$ cat src/symbol_register_pool_allocator_assert.svh
// Assertion macros used by the top-level allocator module.
`ifndef SYMBOL_REGISTER_POOL_ALLOCATOR_ASSERT_SVH
`define SYMBOL_REGISTER_POOL_ALLOCATOR_ASSERT_SVH

// An implication that must hold on every clock edge out of reset.
`define SRPA_ASSERT_IMPL(label, clk, rst_n, cond, expr, msg) \
	label: assert property (@(posedge clk) disable iff (!rst_n) (cond) |-> (expr)) \
		else $error(msg);

// A condition that must hold in the cycle after a trigger.
`define SRPA_ASSERT_NEXT(label, clk, rst_n, cond, expr, msg) \
	label: assert property (@(posedge clk) disable iff (!rst_n) (cond) |=> (expr)) \
		else $error(msg);

`endif

$ cat src/srpa_pkg.sv
package srpa_pkg;

	localparam int NUM_REGS = 32;
	localparam int SYMBOL_BITS = 16;
	localparam int REG_IDX_BITS = (NUM_REGS > 1) ? $clog2(NUM_REGS) : 1;
	localparam int QUEUE_DEPTH = 2;
	localparam int QUEUE_PTR_BITS = 1;

	localparam logic [2:0] OP_CLEAR = 3'd0;
	localparam logic [2:0] OP_ALLOCATE = 3'd1;
	localparam logic [2:0] OP_LOOKUP = 3'd2;
	localparam logic [2:0] OP_MARK = 3'd3;
	localparam logic [2:0] OP_RELEASE = 3'd4;
	localparam logic [2:0] OP_EVICT = 3'd5;

	localparam logic [2:0] ST_OK = 3'd0;
	localparam logic [2:0] ST_POOL_FULL = 3'd1;
	localparam logic [2:0] ST_NOT_FOUND = 3'd2;
	localparam logic [2:0] ST_ALREADY_MAPPED = 3'd3;
	localparam logic [2:0] ST_NOTHING_TO_EVICT = 3'd4;

	localparam logic CFG_FIRST_REG = 1'b0;
	localparam logic CFG_LAST_REG = 1'b1;

	localparam logic [4:0] FIRST_REG_RESET = 5'd8;
	localparam logic [4:0] LAST_REG_RESET = 5'd25;

	typedef struct packed {
		logic [2:0] operation;
		logic [15:0] symbol;
	} in_item_t;

	typedef struct packed {
		logic [4:0] register_number;
		logic [2:0] status;
		logic [15:0] evicted_symbol;
		logic free_available;
		logic [31:0] used_mask;
	} out_item_t;

	typedef enum logic [3:0] {
		KIND_NONE = 4'b0001,
		KIND_CLEAR = 4'b0010,
		KIND_SEARCH = 4'b0100,
		KIND_SCAN = 4'b1000
	} kind_t;

	typedef struct packed {
		kind_t kind;
		logic [2:0] operation;
		logic [SYMBOL_BITS-1:0] symbol;
	} cmd_t;

endpackage

$ cat src/srpa_front.sv
module srpa_front (
	input logic clk,
	input logic arst_n,
	input logic in_valid,
	output logic in_stall,
	input srpa_pkg::in_item_t in_item,
	output logic cmd_valid,
	input logic cmd_take,
	output srpa_pkg::cmd_t cmd
);

	srpa_pkg::cmd_t slot_q [srpa_pkg::QUEUE_DEPTH];
	logic [srpa_pkg::QUEUE_PTR_BITS-1:0] wr_ptr_q;
	logic [srpa_pkg::QUEUE_PTR_BITS-1:0] rd_ptr_q;
	logic [srpa_pkg::QUEUE_PTR_BITS:0] count_q;
	srpa_pkg::cmd_t new_cmd;
	logic push;
	logic pop;

	always_comb begin
		new_cmd.operation = in_item.operation;
		new_cmd.symbol = in_item.symbol[srpa_pkg::SYMBOL_BITS-1:0];
		case (in_item.operation)
			srpa_pkg::OP_CLEAR: new_cmd.kind = srpa_pkg::KIND_CLEAR;
			srpa_pkg::OP_ALLOCATE, srpa_pkg::OP_LOOKUP, srpa_pkg::OP_MARK:
				new_cmd.kind = srpa_pkg::KIND_SEARCH;
			srpa_pkg::OP_RELEASE, srpa_pkg::OP_EVICT: new_cmd.kind = srpa_pkg::KIND_SCAN;
			default: new_cmd.kind = srpa_pkg::KIND_NONE;
		endcase
	end

	assign in_stall = (count_q == (srpa_pkg::QUEUE_PTR_BITS+1)'(srpa_pkg::QUEUE_DEPTH));
	assign push = in_valid && !in_stall;
	assign cmd_valid = (count_q != '0);
	assign pop = cmd_valid && cmd_take;
	assign cmd = slot_q[rd_ptr_q];

	always_ff @(posedge clk) begin
		if (push) begin
			slot_q[wr_ptr_q] <= new_cmd;
		end
	end

	always_ff @(posedge clk or negedge arst_n) begin
		if (!arst_n) begin
			wr_ptr_q <= '0;
			rd_ptr_q <= '0;
			count_q <= '0;
		end else begin
			if (push) begin
				wr_ptr_q <= wr_ptr_q + 1'b1;
			end
			if (pop) begin
				rd_ptr_q <= rd_ptr_q + 1'b1;
			end
			count_q <= count_q + (srpa_pkg::QUEUE_PTR_BITS+1)'(push)
				- (srpa_pkg::QUEUE_PTR_BITS+1)'(pop);
		end
	end

endmodule

$ cat src/srpa_back.sv
module srpa_back (
	input logic clk,
	input logic arst_n,
	input logic cfg_we,
	input logic cfg_index,
	input logic [4:0] cfg_data,
	input logic cmd_valid,
	output logic cmd_take,
	input srpa_pkg::cmd_t cmd,
	output logic out_valid,
	input logic out_stall,
	output srpa_pkg::out_item_t out_item
);

	typedef enum logic [3:0] {
		ST_IDLE = 4'b0001,
		ST_WALK = 4'b0010,
		ST_FINISH = 4'b0100,
		ST_SEND = 4'b1000
	} state_t;

	localparam int N = srpa_pkg::NUM_REGS;
	localparam int IB = srpa_pkg::REG_IDX_BITS;
	localparam int SB = srpa_pkg::SYMBOL_BITS;

	state_t state_q;
	srpa_pkg::cmd_t cmd_q;
	logic [4:0] first_reg_q;
	logic [4:0] last_reg_q;
	logic [N-1:0] valid_q;
	logic [N-1:0] marked_q;
	logic [SB-1:0] sym_q [N];
	logic [IB:0] idx_q;
	logic hit_q;
	logic [IB-1:0] hit_idx_q;
	logic best_q;
	logic [IB-1:0] best_idx_q;
	logic [SB-1:0] best_sym_q;
	logic out_valid_q;
	srpa_pkg::out_item_t out_q;

	logic [IB-1:0] idx;
	logic [N-1:0] pool_mask;
	logic [N-1:0] free_vec;
	logic [N-1:0] low_free;
	logic any_free;
	logic [IB-1:0] low_idx;
	logic [N-1:0] valid_next;
	logic [4:0] top;
	logic [31:0] mask32;
	srpa_pkg::out_item_t res;

	assign idx = idx_q[IB-1:0];
	assign top = (32'(last_reg_q) > N - 1) ? 5'(N - 1) : last_reg_q;

	always_comb begin
		for (int r = 0; r < N; r++) begin
			pool_mask[r] = (r >= 32'(first_reg_q)) && (r <= 32'(top));
		end
	end

	assign free_vec = pool_mask & ~valid_q;
	assign low_free = free_vec & (~free_vec + 1'b1);
	assign any_free = |free_vec;

	always_comb begin
		low_idx = '0;
		for (int r = 0; r < N; r++) begin
			if (low_free[r]) begin
				low_idx = IB'(r);
			end
		end
	end

	always_comb begin
		valid_next = valid_q;
		res = '0;
		case (cmd_q.operation)
			srpa_pkg::OP_CLEAR: valid_next = '0;
			srpa_pkg::OP_ALLOCATE: begin
				if (hit_q) begin
					res.status = srpa_pkg::ST_ALREADY_MAPPED;
				end else if (!any_free) begin
					res.status = srpa_pkg::ST_POOL_FULL;
				end else begin
					valid_next[low_idx] = 1'b1;
					res.register_number = 5'(low_idx);
				end
			end
			srpa_pkg::OP_LOOKUP, srpa_pkg::OP_MARK: begin
				if (hit_q) begin
					res.register_number = 5'(hit_idx_q);
				end else begin
					res.status = srpa_pkg::ST_NOT_FOUND;
				end
			end
			srpa_pkg::OP_RELEASE: valid_next = valid_q & marked_q;
			srpa_pkg::OP_EVICT: begin
				if (best_q) begin
					valid_next[best_idx_q] = 1'b0;
					res.register_number = 5'(best_idx_q);
					res.evicted_symbol = 16'(best_sym_q);
				end else begin
					res.status = srpa_pkg::ST_NOTHING_TO_EVICT;
				end
			end
			default: ;
		endcase
	end

	always_comb begin
		mask32 = '0;
		for (int r = 0; r < N && r < 32; r++) begin
			mask32[r] = valid_q[r];
		end
	end

	assign cmd_take = (state_q == ST_IDLE);
	assign out_valid = out_valid_q;
	assign out_item = out_q;

	always_ff @(posedge clk) begin
		if (state_q == ST_IDLE && cmd_valid) begin
			cmd_q <= cmd;
		end
		if (state_q == ST_FINISH && cmd_q.operation == srpa_pkg::OP_ALLOCATE
				&& !hit_q && any_free) begin
			sym_q[low_idx] <= cmd_q.symbol;
		end
		if (state_q == ST_FINISH && (!out_valid_q || !out_stall)) begin
			out_q <= res;
		end
		if (state_q == ST_SEND) begin
			out_q.free_available <= any_free;
			out_q.used_mask <= mask32;
		end
		if (state_q == ST_IDLE) begin
			hit_q <= 1'b0;
			best_q <= 1'b0;
		end else if (state_q == ST_WALK) begin
			if (valid_q[idx] && sym_q[idx] == cmd_q.symbol && !hit_q) begin
				hit_q <= 1'b1;
				hit_idx_q <= idx;
			end
			if (valid_q[idx] && !marked_q[idx] && (!best_q || sym_q[idx] < best_sym_q)) begin
				best_q <= 1'b1;
				best_idx_q <= idx;
				best_sym_q <= sym_q[idx];
			end
		end
	end

	always_ff @(posedge clk or negedge arst_n) begin
		if (!arst_n) begin
			state_q <= ST_IDLE;
			first_reg_q <= srpa_pkg::FIRST_REG_RESET;
			last_reg_q <= srpa_pkg::LAST_REG_RESET;
			valid_q <= '0;
			marked_q <= '0;
			idx_q <= '0;
			out_valid_q <= 1'b0;
		end else begin
			if (cfg_we) begin
				if (cfg_index == srpa_pkg::CFG_FIRST_REG) begin
					first_reg_q <= cfg_data;
				end else begin
					last_reg_q <= cfg_data;
				end
			end
			if (out_valid_q && !out_stall) begin
				out_valid_q <= 1'b0;
			end
			case (state_q)
				ST_IDLE: begin
					if (cmd_valid) begin
						idx_q <= '0;
						if (cmd.kind == srpa_pkg::KIND_SEARCH || cmd.kind == srpa_pkg::KIND_SCAN) begin
							state_q <= ST_WALK;
						end else begin
							state_q <= ST_FINISH;
						end
					end
				end
				ST_WALK: begin
					idx_q <= idx_q + 1'b1;
					if (idx_q == (IB+1)'(N - 1)) begin
						state_q <= ST_FINISH;
					end
				end
				ST_FINISH: begin
					if (!out_valid_q || !out_stall) begin
						valid_q <= valid_next;
						if (cmd_q.operation == srpa_pkg::OP_CLEAR
								|| cmd_q.operation == srpa_pkg::OP_RELEASE
								|| cmd_q.operation == srpa_pkg::OP_EVICT) begin
							marked_q <= '0;
						end else if (cmd_q.operation == srpa_pkg::OP_ALLOCATE
								&& !hit_q && any_free) begin
							marked_q[low_idx] <= 1'b0;
						end else if (cmd_q.operation == srpa_pkg::OP_MARK && hit_q) begin
							marked_q[hit_idx_q] <= 1'b1;
						end
						state_q <= ST_SEND;
					end
				end
				ST_SEND: begin
					out_valid_q <= 1'b1;
					state_q <= ST_IDLE;
				end
				default: state_q <= ST_IDLE;
			endcase
		end
	end

endmodule

$ cat src/symbol_register_pool_allocator.sv
// Register pool allocator that binds symbol ids to pool registers.
// Input channel: in_valid, in_stall and in_item carry one operation with
// its symbol. An item is taken when in_valid is high and in_stall is low.
// Output channel: out_valid, out_stall and out_item carry exactly one
// result for each item, in order.
// Configuration: cfg_we writes cfg_data to register cfg_index (0 first_reg,
// 1 last_reg). The user must use it only while idle: the block does not check.
// Items pass through a two-entry queue from the front end to the execution
// unit. Clear and the unused operation codes go from idle through the finish
// and send states to their result; allocate, lookup, mark, release and evict
// first walk the table one entry per cycle over all NUM_REGS entries.
// A result waits in the output register while out_stall is high; meanwhile
// the execution unit can take one more item and the queue can hold two more.
// Reset empties the table, clears all tags and restores first_reg to 8 and
// last_reg to 25. No clearing pass is needed after reset.
module symbol_register_pool_allocator (
	input logic clk,
	input logic arst_n,
	input logic in_valid,
	output logic in_stall,
	input srpa_pkg::in_item_t in_item,
	output logic out_valid,
	input logic out_stall,
	output srpa_pkg::out_item_t out_item,
	input logic cfg_we,
	input logic cfg_index,
	input logic [4:0] cfg_data
);

`include "symbol_register_pool_allocator_assert.svh"

	logic cmd_valid;
	logic cmd_take;
	srpa_pkg::cmd_t cmd;

	srpa_front u_front (
		.clk(clk),
		.arst_n(arst_n),
		.in_valid(in_valid),
		.in_stall(in_stall),
		.in_item(in_item),
		.cmd_valid(cmd_valid),
		.cmd_take(cmd_take),
		.cmd(cmd)
	);

	srpa_back u_back (
		.clk(clk),
		.arst_n(arst_n),
		.cfg_we(cfg_we),
		.cfg_index(cfg_index),
		.cfg_data(cfg_data),
		.cmd_valid(cmd_valid),
		.cmd_take(cmd_take),
		.cmd(cmd),
		.out_valid(out_valid),
		.out_stall(out_stall),
		.out_item(out_item)
	);

	`SRPA_ASSERT_IMPL(a_err_zero_reg, clk, arst_n,
		out_valid && out_item.status != srpa_pkg::ST_OK, out_item.register_number == 5'd0,
		"failing result carries a register number")
	`SRPA_ASSERT_IMPL(a_evsym_only_ok, clk, arst_n,
		out_valid && out_item.status != srpa_pkg::ST_OK, out_item.evicted_symbol == '0,
		"failing result carries an evicted symbol")
	`SRPA_ASSERT_NEXT(a_stalled_result_held, clk, arst_n,
		out_valid && out_stall, out_valid && $stable(out_item),
		"stalled result changed")

endmodule
$ cat config.mk
export PLATFORM = sky130hd
export DESIGN_NAME = symbol_register_pool_allocator
export DESIGN_NICKNAME = d
export VERILOG_FILES = /design/src/srpa_pkg.sv /design/src/srpa_front.sv /design/src/srpa_back.sv /design/src/symbol_register_pool_allocator.sv
export VERILOG_INCLUDE_DIRS = /design/src /design/src/src
export SDC_FILE = /design/constraint.sdc
export NUM_CORES = 1
export LEC_CHECK = 0
export ABC_AREA = 1
export BUFFER_PORTS_ARGS = -buffer_cell sky130_fd_sc_hd__buf_2
export CORE_AREA = 3 3 337 339
export DETAILED_ROUTE_END_ITERATION = 16
export DIE_AREA = 0 0 340 342
export HOLD_SLACK_MARGIN = 0.12
export PLACE_DENSITY = 0.42
export SLEW_MARGIN = 5
export SYNTH_ARGS = -nofsm -noshare
export SYNTH_HDL_FRONTEND = slang
export SYNTH_SLANG_ARGS = --single-unit
$ cat constraint.sdc
create_clock -name clk -period 12.9 [get_ports clk]
set_clock_uncertainty 0.1 [all_clocks]
set_input_delay 1.29 -clock clk [delete_from_list [all_inputs] [get_ports clk]]
set_output_delay 1.29 -clock clk [all_outputs]
set_load 0.03 [all_outputs]
==> summary.md, run 1 <==
| Metric | Value |
|---|---|
| Diodes inserted | 0 |
| Core footprint | 111000 µm² |
| XOR/XNOR share of the synthesized area | less than 1% |
| Routability Congestion | approximately 0.94 |
| FF+latch area | between 20000 and 25000 µm² |
| Number of flops mapped to enable cells by yosys | 660 |
| Design Area, Final | about 38000 µm² |
| TritonCTS clock tree | built |
| Ys Warns | 0 |
| Syn avg cell area | roughly 11 µm² |
| Detailed Routing Iterations Pass 1 | 5 |
| Register area share after synthesis | 66.4% |
| Initial Util | a little under a third |
| Reg2Reg Depth | 17 |
| Gr usage total | between 10% and 20% |
| PortBufs | a little under 90 |
| Area delta synth->final | 15.3% |
| # DRC | 0 |
| Clk buf depth | 3 |
| Num CTS Buffers | 86 |
| Clock-pin slew on the worst setup and hold paths | about 60 ps |
| PD cells | just over 200 nW/µm² |
| Crit end category | register |
| Min-delay src | u_front.slot_q[0][16] |
| Worst r2r src | u_back.idx_q[0] |
| Die area | approximately 120000 µm² |
| PnR Total Power | about 8000 µW |
| Layout cell share with drive strength beyond 1 | approximately an eighth |
| Slew HR | around 15% |
| Post-synthesis adder-cell area fraction | less than 1% |
| Post-Synth Simple-Gate Area | between 10% and 20% |
| Initial antenna violation count | 4 |
| Setup CP Type | register to register |
| Slew at the pin with the worst max-slew slack | 1270 ps |
| Most common flop cell mapped by yosys | edfxtp_1 |
| Global-route wire length before repair | between 150 and 200 mm |
| GRT overflow | 0 |
| Hold worst-path end | u_back.cmd_q[16] |
| Min-delay worst type | register to register |
| Fin. Hold Viols | 0 |
| Fillers | 11000 |
| Multi-input logic area | 9730 µm² |
| Hold buffers post-CTS | 0 |
| Final min period | 6070 ps |
| Via-to-Cell Ratio | between 5 and 6 |
| Mapped Nets | slightly above 3000 |
| Die Y | between 300 and 400 µm |
| Async set-reset flop share out of synthesis | between 10% and 20% |
| Max FO, Critical Path | between 80 and 90 |
| Total Routed Length | roughly 120 mm |
| Core Util, Final | 34.6% |
| Pleak | between 0.01 and 0.015 µW |
| # setup viols final | 0 |
| Fin nets | around 3200 |
| Clock root buffer | clkbuf_16 |
| Crit share post-route | 47.1% |
| Status | finished clean |
| Number of max-cap violations | 0 |
| Yosys reg bits | roughly 750 |
| RR Endpoint | u_back.best_sym_q[1] |
| R2r setup slk | roughly 6800 ps |
| Post-DRT Antenna Nets | 0 |
| Crit path DAT | 6290 ps |
| Max VDD drop | ~100 µV |
| RSZ-0062 raised after global routing | false |
| Postcts setup bufs | 0 |
| Hold depth | 2 |
| Largest family of logic cells by synthesized area | simple AND/OR/NAND/NOR gates |
| Final Non-Filler Cells | 4688 |
| Placed Instance Area | 35500 µm² |
| Skew-Pair Late Insertion Delay | ~660 ps |
| Post-synthesis cell area | 33300 µm² |
| Startpoint class of the critical path | register |
| H-tree depth | 3 |
| Vias in the first global route | approximately 24000 |
| Synthesized instance count | 3049 |
| Number of DRC markers in iteration 0 | ~2100 |
| Largest net degree at the start of global routing | between 150 and 200 |
| Synth Area in Compound Gates | a little over an eighth |
| Netlist cell types | 60 |
| Boundary Pins | 89 |
| WL/cell | 24.6 µm |
| Rows | 122 |
| Setup TNS | 0 ps |
| DP Wirelength | 73.1 mm |
| Vias post-DR | ~24000 |
| Die Wd | 340 µm |
| CP required | 13120 ps |
| Placed insts | between 4000 and 5000 |
| Achievable Freq | roughly 160 MHz |
| Post-CTS Resized | 0 |
| Slew Limit Fails | 0 |
| Mux contribution to synthesized area | 0% |
| CTS Sinks | between 700 and 800 |
==> where the power goes <==
group	leakage [µW]	internal [µW]	total, µW	switching [µW]
Combinational	0.00521	470	2040	1570
Sequential	0.00715	3160	3360	201
Clock	0.00136	1440	2440	999
Total	0.0137	5070	7840	2770
==> synth_stat cells (7+ instances only) <==
library cell | number | share of area (%)
inv_1 | 204 | 2.3
ha_1 | 18 | 0.68
o22ai_1 | 32 | 0.60
nand2_1 | 384 | 4.3
clkbuf_1 | 108 | 1.2
o22ai_2 | 10 | 0.38
buf_2 | 46 | 0.69
o221ai_1 | 96 | 2.5
or2_2 | 11 | 0.21
nor2_1 | 475 | 5.4
a21oi_1 | 99 | 1.5
nand4_1 | 17 | 0.32
nand2_2 | 10 | 0.19
dfrtp_1 | 84 | 6.3
edfxtp_1 | 660 | 60
o2111ai_1 | 25 | 0.66
o21ai_1 | 41 | 0.62
nor3_1 | 73 | 1.1
o211ai_1 | 16 | 0.36
o21ai_0 | 368 | 5.5
nand3_2 | 12 | 0.36
nand3_1 | 157 | 2.4
buf_1 | 7 | 0.079
==> cells by family (layout without fill, tap and decap cells) <==
kind of cell,Yosys count,in the layout
compound gates,720,720
xor+xnor,8,8
fa+ha+maj,18,18
buf+inv,388,539
flops,751,751
simple gates,1164,1164
==> area by class of cell <==
type	count	area share, %
clock buffer	99	5.82
clock inverter	60	1.48
inverter	215	2.14
multi-input combinational	1910	25.4
sequential	751	57.6
tap	1488	4.86
timing repair buffer	165	2.66
==> layer usage <==
layer,vias up,global-route usage [%],part of all wire [%]
li1,11100,-,-
met1,12400,27.4,46
met2,788,31.5,46
met3,164,2.73,5.4
met4,2,5.99,2.5
met5,-,0,0.011
==> worst max path at each step <==
| stage | startpoint | end | slack (ps) |
|---|---|---|---|
| floorplan | out_stall | u_back.out_item[0] | 8510 |
| global placement | u_back.idx_q[0] | u_back.best_sym_q[3] | 6980 |
| detailed placement | u_back.idx_q[0] | u_back.best_idx_q[0] | 6840 |
| CTS | u_back.idx_q[0] | u_back.best_sym_q[1] | 6820 |
| global route | u_back.idx_q[0] | u_back.best_sym_q[1] | 6380 |
| finish | u_back.idx_q[0] | u_back.best_sym_q[1] | 6830 |
==> layout by cell type, fill, tap and decap left out, drive strengths merged, types with 3 or more instances in the layout <==
| cell type | netlist | routed |
|---|---|---|
| nor2 | 483 | 483 |
| edfxtp | 660 | 660 |
| a22oi | 3 | 3 |
| nand3b | 5 | 5 |
| o2111ai | 25 | 25 |
| a31oi | 6 | 6 |
| o31ai | 5 | 5 |
| o221ai | 96 | 96 |
| or2 | 11 | 11 |
| clkbuf | 108 | 99 |
| o21ai | 409 | 409 |
| a21oi | 100 | 100 |
| o21a | 3 | 3 |
| inv | 211 | 213 |
| dfrtp | 84 | 84 |
| nor4 | 5 | 5 |
| a2bb2oi | 4 | 4 |
| clkinv | 4 | 46 |
| buf | 65 | 165 |
| nor3 | 74 | 74 |
| nand4 | 17 | 17 |
| nand3 | 170 | 170 |
| bufinv | 0 | 10 |
| nand2 | 395 | 395 |
| xnor2 | 3 | 3 |
| o22ai | 42 | 42 |
| ha | 18 | 18 |
| xor2 | 5 | 5 |
| clkinvlp | 0 | 6 |
| dfstp | 5 | 5 |
| o211ai | 16 | 16 |
==> critical path, stage by stage, from the launching register on <==
cell and delay (ps):
dfrtp_4 750, buf_4 680, buf_4 780, buf_4 740
o21ai_0 210, o22ai_1 190, o21ai_0 90, o211ai_1 250
nand2_1 120, inv_1 90, ha_1 250, nand2_1 90
nor2_1 50, a211oi_1 200, o221a_2 220, nand2_1 60
a21oi_2 310, buf_4 350
==> metrics by stage <==
| stage | hold WS [ps] | setup slack [ps] |
|---|---|---|
| after detailed placement | 399 | 6840 |
| final | 407 | 6830 |
| after CTS | 413 | 6820 |
| after global routing | 429 | 6380 |
| after floorplan | 340 | 8510 |
| after global placement | 401 | 6980 |
==> flip-flops by register name (all words and copies together) (netlist names) <==
register,count
u_back.sym_q,512
u_back.out_item,57
u_front.slot_q,46
u_back.marked_q,32
u_back.mask32,32
u_back.cmd_q,19
u_back.best_sym_q,16
u_back.idx_q,6
u_back.best_idx_q,5
u_back.first_reg_q,5
u_back.hit_idx_q,5
u_back.last_reg_q,5
u_back.state_q,4
u_front.count_q,2
u_back.best_q,1
u_back.hit_q,1
u_back.out_valid,1
u_front.rd_ptr_q,1
u_front.wr_ptr_q,1
No activity file was read; power rests on OpenSTA's default activity.
==> run 2: changes to the inputs <==
PLACE_DENSITY = 0.44   (was 0.42)
clock period = 5.3 ns   (was 12.9 ns; I/O delays follow)
==> summary.md, run 2 (synthesized netlist as in run 1, its figures left out) <==
| Metric | Value |
|---|---|
| PortBufs | 88 (unchanged) |
| Postcts setup bufs | 0 (unchanged) |
| Rows | 122 (unchanged) |
| Global-route wire length before repair | 164 mm (was 169 mm) |
| Post-DRT Antenna Nets | 0 (unchanged) |
| Die area | 116000 µm² (unchanged) |
| DP Wirelength | 73.4 mm (was 73.1 mm) |
| Area delta synth->final | 17.2% (was 15.3%) |
| Fin. Hold Viols | 0 (unchanged) |
| Core Util, Final | 35.2% (was 34.6%) |
| GRT overflow | 0 (unchanged) |
| # setup viols final | 0 (unchanged) |
| Slew at the pin with the worst max-slew slack | 1330 ps (was 1270 ps) |
| Crit end category | register (unchanged) |
| Detailed Routing Iterations Pass 1 | 5 (unchanged) |
| Most common cell after layout, fill and taps aside | edfxtp_1 (unchanged) |
| Worst-path cell chain | nor2_2 -> nand3_1 -> nand2_1 -> nand2_1 -> nor2_4 -> nand2_2 -> nor2_1 -> inv_1 -> nor4_1 -> nand2_1 -> nor2_2 -> buf_4 (was buf_4 -> buf_4 -> buf_4 -> o21ai_0 -> o22ai_1 -> o21ai_0 -> o211ai_1 -> nand2_1 -> inv_1 -> ha_1 -> nand2_1 -> nor2_1 -> a211oi_1 -> o221a_2 -> nand2_1 -> a21oi_2 -> buf_4) |
| CP peak stage delay | 810 ps (was 780 ps) |
| Layout cell share with drive strength beyond 1 | 13.6% (was 12.8%) |
| Status | finished clean (unchanged) |
| Achievable Freq | 239 MHz (was 165 MHz) |
| Diodes inserted | 0 (unchanged) |
| Max FO, Critical Path | 16 (was 86) |
| CTS Sinks | 751 (unchanged) |
| Via-to-Cell Ratio | 5.12 (was 5.22) |
| Gr usage total | 19.0% (was 19.6%) |
| Max FFs per register | 512 (unchanged) |
| Post-CTS Resized | 0 (unchanged) |
| Slew HR | 11.0% (was 15.3%) |
| Initial Util | 30.0% (unchanged) |
| RR Endpoint | u_back.sym_q[13][12] (was u_back.best_sym_q[1]) |
| PnR Total Power | 19400 µW (was 7840 µW) |
| Final hold slack | 210 ps (was 407 ps) |
| Die Wd | 340 µm (unchanged) |
| Total Routed Length | 113 mm (was 115 mm) |
| # DRC | 0 (unchanged) |
| Pleak | 0.0140 µW (was 0.0137 µW) |
| Most frequent cells in the layout | edfxtp_1, nor2_1, nand2_1 (unchanged) |
| Vias post-DR | 24300 (was 24500) |
| Clock root buffer | clkbuf_16 (unchanged) |
| Num CTS Buffers | 84 (was 86) |
| Vias in the first global route | 23600 (was 24400) |
| Worst r2r src | u_back.last_reg_q[4] (was u_back.idx_q[0]) |
| Slew Limit Fails | 0 (unchanged) |
| Hold worst-path end | u_back.last_reg_q[4] (was u_back.cmd_q[16]) |
| Core footprint | 111000 µm² (unchanged) |
| Number of max-cap violations | 0 (unchanged) |
| Max VDD drop | 265 µV (was 104 µV) |
| RSZ-0062 raised after global routing | false (unchanged) |
| Clock-pin slew on the worst setup and hold paths | 60 ps (about the same) |
| Largest net degree at the start of global routing | 80 (was 193) |
| Number of DRC markers in iteration 0 | 2565 (was 2130) |
| Die Y | 342 µm (unchanged) |
| Min-delay worst type | primary input to register (was register to register) |
| Startpoint class of the critical path | register (unchanged) |
| CP required | 5500 ps (was 13120 ps) |
| Setup CP Type | register to register (unchanged) |
| Setup TNS | 0 ps (unchanged) |
| H-tree depth | 3 (unchanged) |
| CP most frequent cell | nand2_1 (was buf_4) |
| Routability Congestion | 0.919 (was 0.938) |
| Final min period | 4190 ps (was 6070 ps) |
| Boundary Pins | 89 (unchanged) |
| Worst path slowest cell | nor4_1 (was buf_4) |
| Min-delay src | cfg_index (was u_front.slot_q[0][16]) |
| Skew-Pair Late Insertion Delay | 660 ps (about the same) |
| Reg2Reg Depth | 12 (was 17) |
| TritonCTS clock tree | built (unchanged) |
| Crit share post-route | 79.1% (was 47.1%) |
| Worst path buffer plus inverter count | 2 (was 5) |
| Crit path DAT | 4390 ps (was 6290 ps) |
| Cell family with most CP delay | simple AND/OR/NAND/NOR gates (was buffers and inverters) |
| Hold depth | 4 (was 2) |
| Initial antenna violation count | 5 (was 4) |
| Clk buf depth | 3 (unchanged) |
| Reg with most FFs | u_back.sym_q (unchanged) |
| PD cells | 498 nW/µm² (was 204 nW/µm²) |
| R2r setup slk | 1110 ps (was 6830 ps) |
| Fin nets | 3223 (was 3177) |
| WL/cell | 23.8 µm (was 24.6 µm) |
## run 2: cell count changes in the layout (fill, tap and decap cells not counted), moves of 4 or more
cell and delta:
buf_12 +6, bufinv_16 +4, buf_4 +16, dlygate4sd3_1 +26, clkinv_4 +4, clkinv_1 -14
## run 2: area by class of cell
cell class | instances | area [µm²]
Clock buffer | 100 | 2190
Clock inverter | 57 | 736
Fill cell | 11000 | 71700
Inverter | 215 | 821
Multi-Input combinational cell | 1910 | 9740
Sequential cell | 751 | 22100
Tap cell | 1488 | 1860
Timing Repair Buffer | 213 | 1520
## run 2: where the power goes
| group | leakage, µW | switching, µW | internal, µW | total [µW] |
|---|---|---|---|---|
| Combinational | 0.00545 | 3780 | 1210 | 4990 |
| Clock | 0.00143 | 2510 | 3680 | 6190 |
| Sequential | 0.00715 | 545 | 7680 | 8230 |
## run 2: stage by stage
step                      cell area, µm²  setup slack [ps]  std cells
after global routing               39000               806       4734
after floorplan                    33300              1240       3049
after CTS                          39000              1110       4734
after detailed placement           35800              1100       4551
final                              39000              1110       4734
after global placement             35800              1110       4551
## run 2: worst max-delay path by stage
stage / from / to / slack, ps / depth (start not counted)
after floorplan: u_back.state_q[1] / u_back.out_item[0] / 1240 / 3
after global placement: u_back.idx_q[1] / u_back.best_idx_q[2] / 1110 / 16
after detailed placement: u_back.idx_q[1] / u_back.best_idx_q[3] / 1100 / 16
after CTS: u_back.idx_q[1] / u_back.best_idx_q[4] / 1110 / 16
after global routing: u_back.idx_q[0] / u_back.best_idx_q[0] / 810 / 16
final: u_back.last_reg_q[4] / u_back.sym_q[13][12] / 1110 / 12
## run 2: what timing repair did
item / in CTS / in global routing
hold endpoints to repair: 111 / 0
hold buffers: 26 / 0
endpoints found under the setup margin: 0 / 0
## run 2: worst register-to-register path: cells and delay by family (launching register included)
kind	cells	cell delay [ps]
buffers and inverters	2	480
and+or+nand+nor	10	2790
DFF	1	440
## run 2: per-layer routing
layer | global-route usage [%] | wire length, µm
met1 | 26.6 | 50900
met3 | 3.39 | 7390
met4 | 5.54 | 2780
met5 | 0 | 28
met2 | 30.3 | 51500
==> run 3: changes to the inputs <==
PLACE_DENSITY = 0.42   (was 0.44)
clock period = 3.9 ns   (was 5.3 ns; I/O delays follow)
==> summary.md, run 3 (synthesized netlist as in run 1, its figures left out) <==
| Metric | Value |
|---|---|
| Status | finished clean (unchanged) |
| Min-delay worst type | primary input to asynchronous set/reset pin (was primary input to register) |
| H-tree depth | 3 (unchanged) |
| Final Non-Filler Cells | 4842 (was 4734) |
| DP Wirelength | 82.6 mm (was 73.4 mm) |
| Detailed Routing Iterations Pass 1 | 6 (was 5) |
| Vias in the first global route | 25100 (was 23600) |
| # setup viols final | 0 (unchanged) |
| GRT overflow | 0 (unchanged) |
| Most frequent cells in the layout | edfxtp_1, nor2_1, nand2_1 (unchanged) |
| CP required | 4170 ps (was 5500 ps) |
| Via-to-Cell Ratio | 5.19 (was 5.12) |
| Layout cell share with drive strength beyond 1 | 17.0% (was 13.6%) |
| Routability Congestion | 0.948 (was 0.919) |
| Num CTS Buffers | 89 (was 84) |
| Skew-Pair Late Insertion Delay | 680 ps (was 660 ps) |
| Die Wd | 340 µm (unchanged) |
| Largest net degree at the start of global routing | 66 (was 80) |
| CTS Sinks | 751 (unchanged) |
| Initial antenna violation count | 1 (was 5) |
| Slew at the pin with the worst max-slew slack | 1130 ps (was 1330 ps) |
| Max FO, Critical Path | 38 (was 16) |
| Startpoint class of the critical path | register (unchanged) |
| Number of DRC markers in iteration 0 | 2320 (was 2565) |
| Crit path DAT | 4010 ps (was 4390 ps) |
| PortBufs | 88 (unchanged) |
| Initial Util | 30.0% (unchanged) |
| Clock root buffer | clkbuf_16 (unchanged) |
| Number of max-cap violations | 0 (unchanged) |
| WL/cell | 24.9 µm (was 23.8 µm) |
| TritonCTS clock tree | built (unchanged) |
| Fin nets | 3325 (was 3223) |
| Max VDD drop | 335 µV (was 265 µV) |
| Most common cell after layout, fill and taps aside | edfxtp_1 (unchanged) |
| Setup CP Type | register to register (unchanged) |
| Fin. Hold Viols | 0 (unchanged) |
| Fillers | 10900 (was 11000) |
| Crit share post-route | 95.8% (was 79.1%) |
| FF+latch area | 22100 µm² (about the same) |
| Max FFs per register | 512 (unchanged) |
| Die area | 116000 µm² (unchanged) |
| Boundary Pins | 89 (unchanged) |
| Crit end category | register (unchanged) |
| Vias post-DR | 25100 (was 24300) |
| Core footprint | 111000 µm² (unchanged) |
| Post-DRT Antenna Nets | 0 (unchanged) |
| Reg with most FFs | u_back.sym_q (unchanged) |
| PD cells | 677 nW/µm² (was 498 nW/µm²) |
| Gr usage total | 20.3% (was 19.0%) |
| Multi-input logic area | 9910 µm² (was 9740 µm²) |
| Area delta synth->final | 22.0% (was 17.2%) |
| Placed insts | 4631 (was 4551) |
| Clk buf depth | 3 (unchanged) |
| Pleak | 0.0148 µW (was 0.0140 µW) |
| Final min period | 3740 ps (was 4190 ps) |
| # DRC | 0 (unchanged) |
| Clock-pin slew on the worst setup and hold paths | 60 ps (about the same) |
| Final hold slack | 328 ps (was 210 ps) |
| Rows | 122 (unchanged) |
| Achievable Freq | 268 MHz (was 239 MHz) |
| Slew HR | 24.5% (was 11.0%) |
| Slew Limit Fails | 0 (unchanged) |
| Die Y | 342 µm (unchanged) |
| Global-route wire length before repair | 175 mm (was 164 mm) |
| Total Routed Length | 120 mm (was 113 mm) |
-- run 3: path summary, 6_finish.rpt --
path                                    endpoint  slack, ps                  from  cells past startpoint
max                         u_back.best_sym_q[5]        160       u_back.idx_q[0]                     20
min                         u_back.last_reg_q[1]        330                arst_n                      2
max reg2reg                 u_back.best_sym_q[5]        160       u_back.idx_q[0]                     20
min reg2reg                      u_back.cmd_q[2]        420  u_front.slot_q[1][2]                      2
max in group asynchronous        u_back.idx_q[1]       2560                arst_n                      2
min in group clk           u_front.slot_q[0][14]        370           in_item[14]                      2
-- run 3: through the flow --
| step | setup TNS (ps) | area [µm²] | setup slack, ps | power (µW) | util [%] |
|---|---|---|---|---|---|
| after floorplan | 0 | 33300 | 286 | 15200 | - |
| after global placement | 0 | 36800 | 12.4 | 18700 | 33.2 |
| after detailed placement | 0 | 36800 | 15.6 | 18700 | 33.2 |
| after CTS | 0 | 40100 | 3.24 | 27500 | 36.3 |
| after global routing | -88.9 | 40600 | -15.1 | 28800 | 36.7 |
| final | 0 | 40600 | 164 | 27500 | 36.7 |
-- run 3: routing by layer --
| metal | share of wire, % | track usage (%) |
|---|---|---|
| met1 | 45 | 28.3 |
| met2 | 47 | 33.0 |
| met3 | 5.7 | 2.97 |
| met4 | 2.3 | 5.56 |
| met5 | 0 | 0 |
-- run 3: layout make-up --
| class | instances | share of cell area (%) |
|---|---|---|
| clock buffers | 109 | 5.80 |
| flip-flops and latches | 751 | 54.5 |
| multi-input cells | 1910 | 24.4 |
| inverters | 215 | 2.07 |
| clock inverters | 58 | 1.75 |
| well taps | 1488 | 4.59 |
| repair inverters | 1 | 0.0278 |
| repair buffers | 309 | 6.85 |
| diodes | 1 | 0.00617 |
-- run 3: where the power goes --
part / switching (µW) / internal (µW) / leakage, µW
Sequential: 987 / 10400 / 0.00715
Combinational: 5280 / 2090 / 0.00611
Clock: 3480 / 5190 / 0.00149
Total: 9750 / 17700 / 0.0148
-- run 3: critical path, cell delays in order (launching register included) --
cell and delay, ps:
dfrtp_4 560, buf_12 170, buf_12 140, buf_12 170, buf_8 180, o21ai_0 170, o221ai_1 160, nand3_1 190
nand2_2 110, o21a_1 230, ha_1 310, nand2_1 60, inv_1 40, nand2_1 50, nand2_1 50, nand2_1 50
nand2_1 80, nand2_1 90, nand2_1 90, a21oi_4 230, buf_6 180
-- run 3: timing repair --
| action | CTS | global route |
|---|---|---|
| endpoints found under the hold margin | 119 | 0 |
| gates resized for setup | 0 | 78 |
| hold buffers | 31 | 0 |
| setup endpoints to repair | 0 | 86 |
| setup buffers | 0 | 8 |
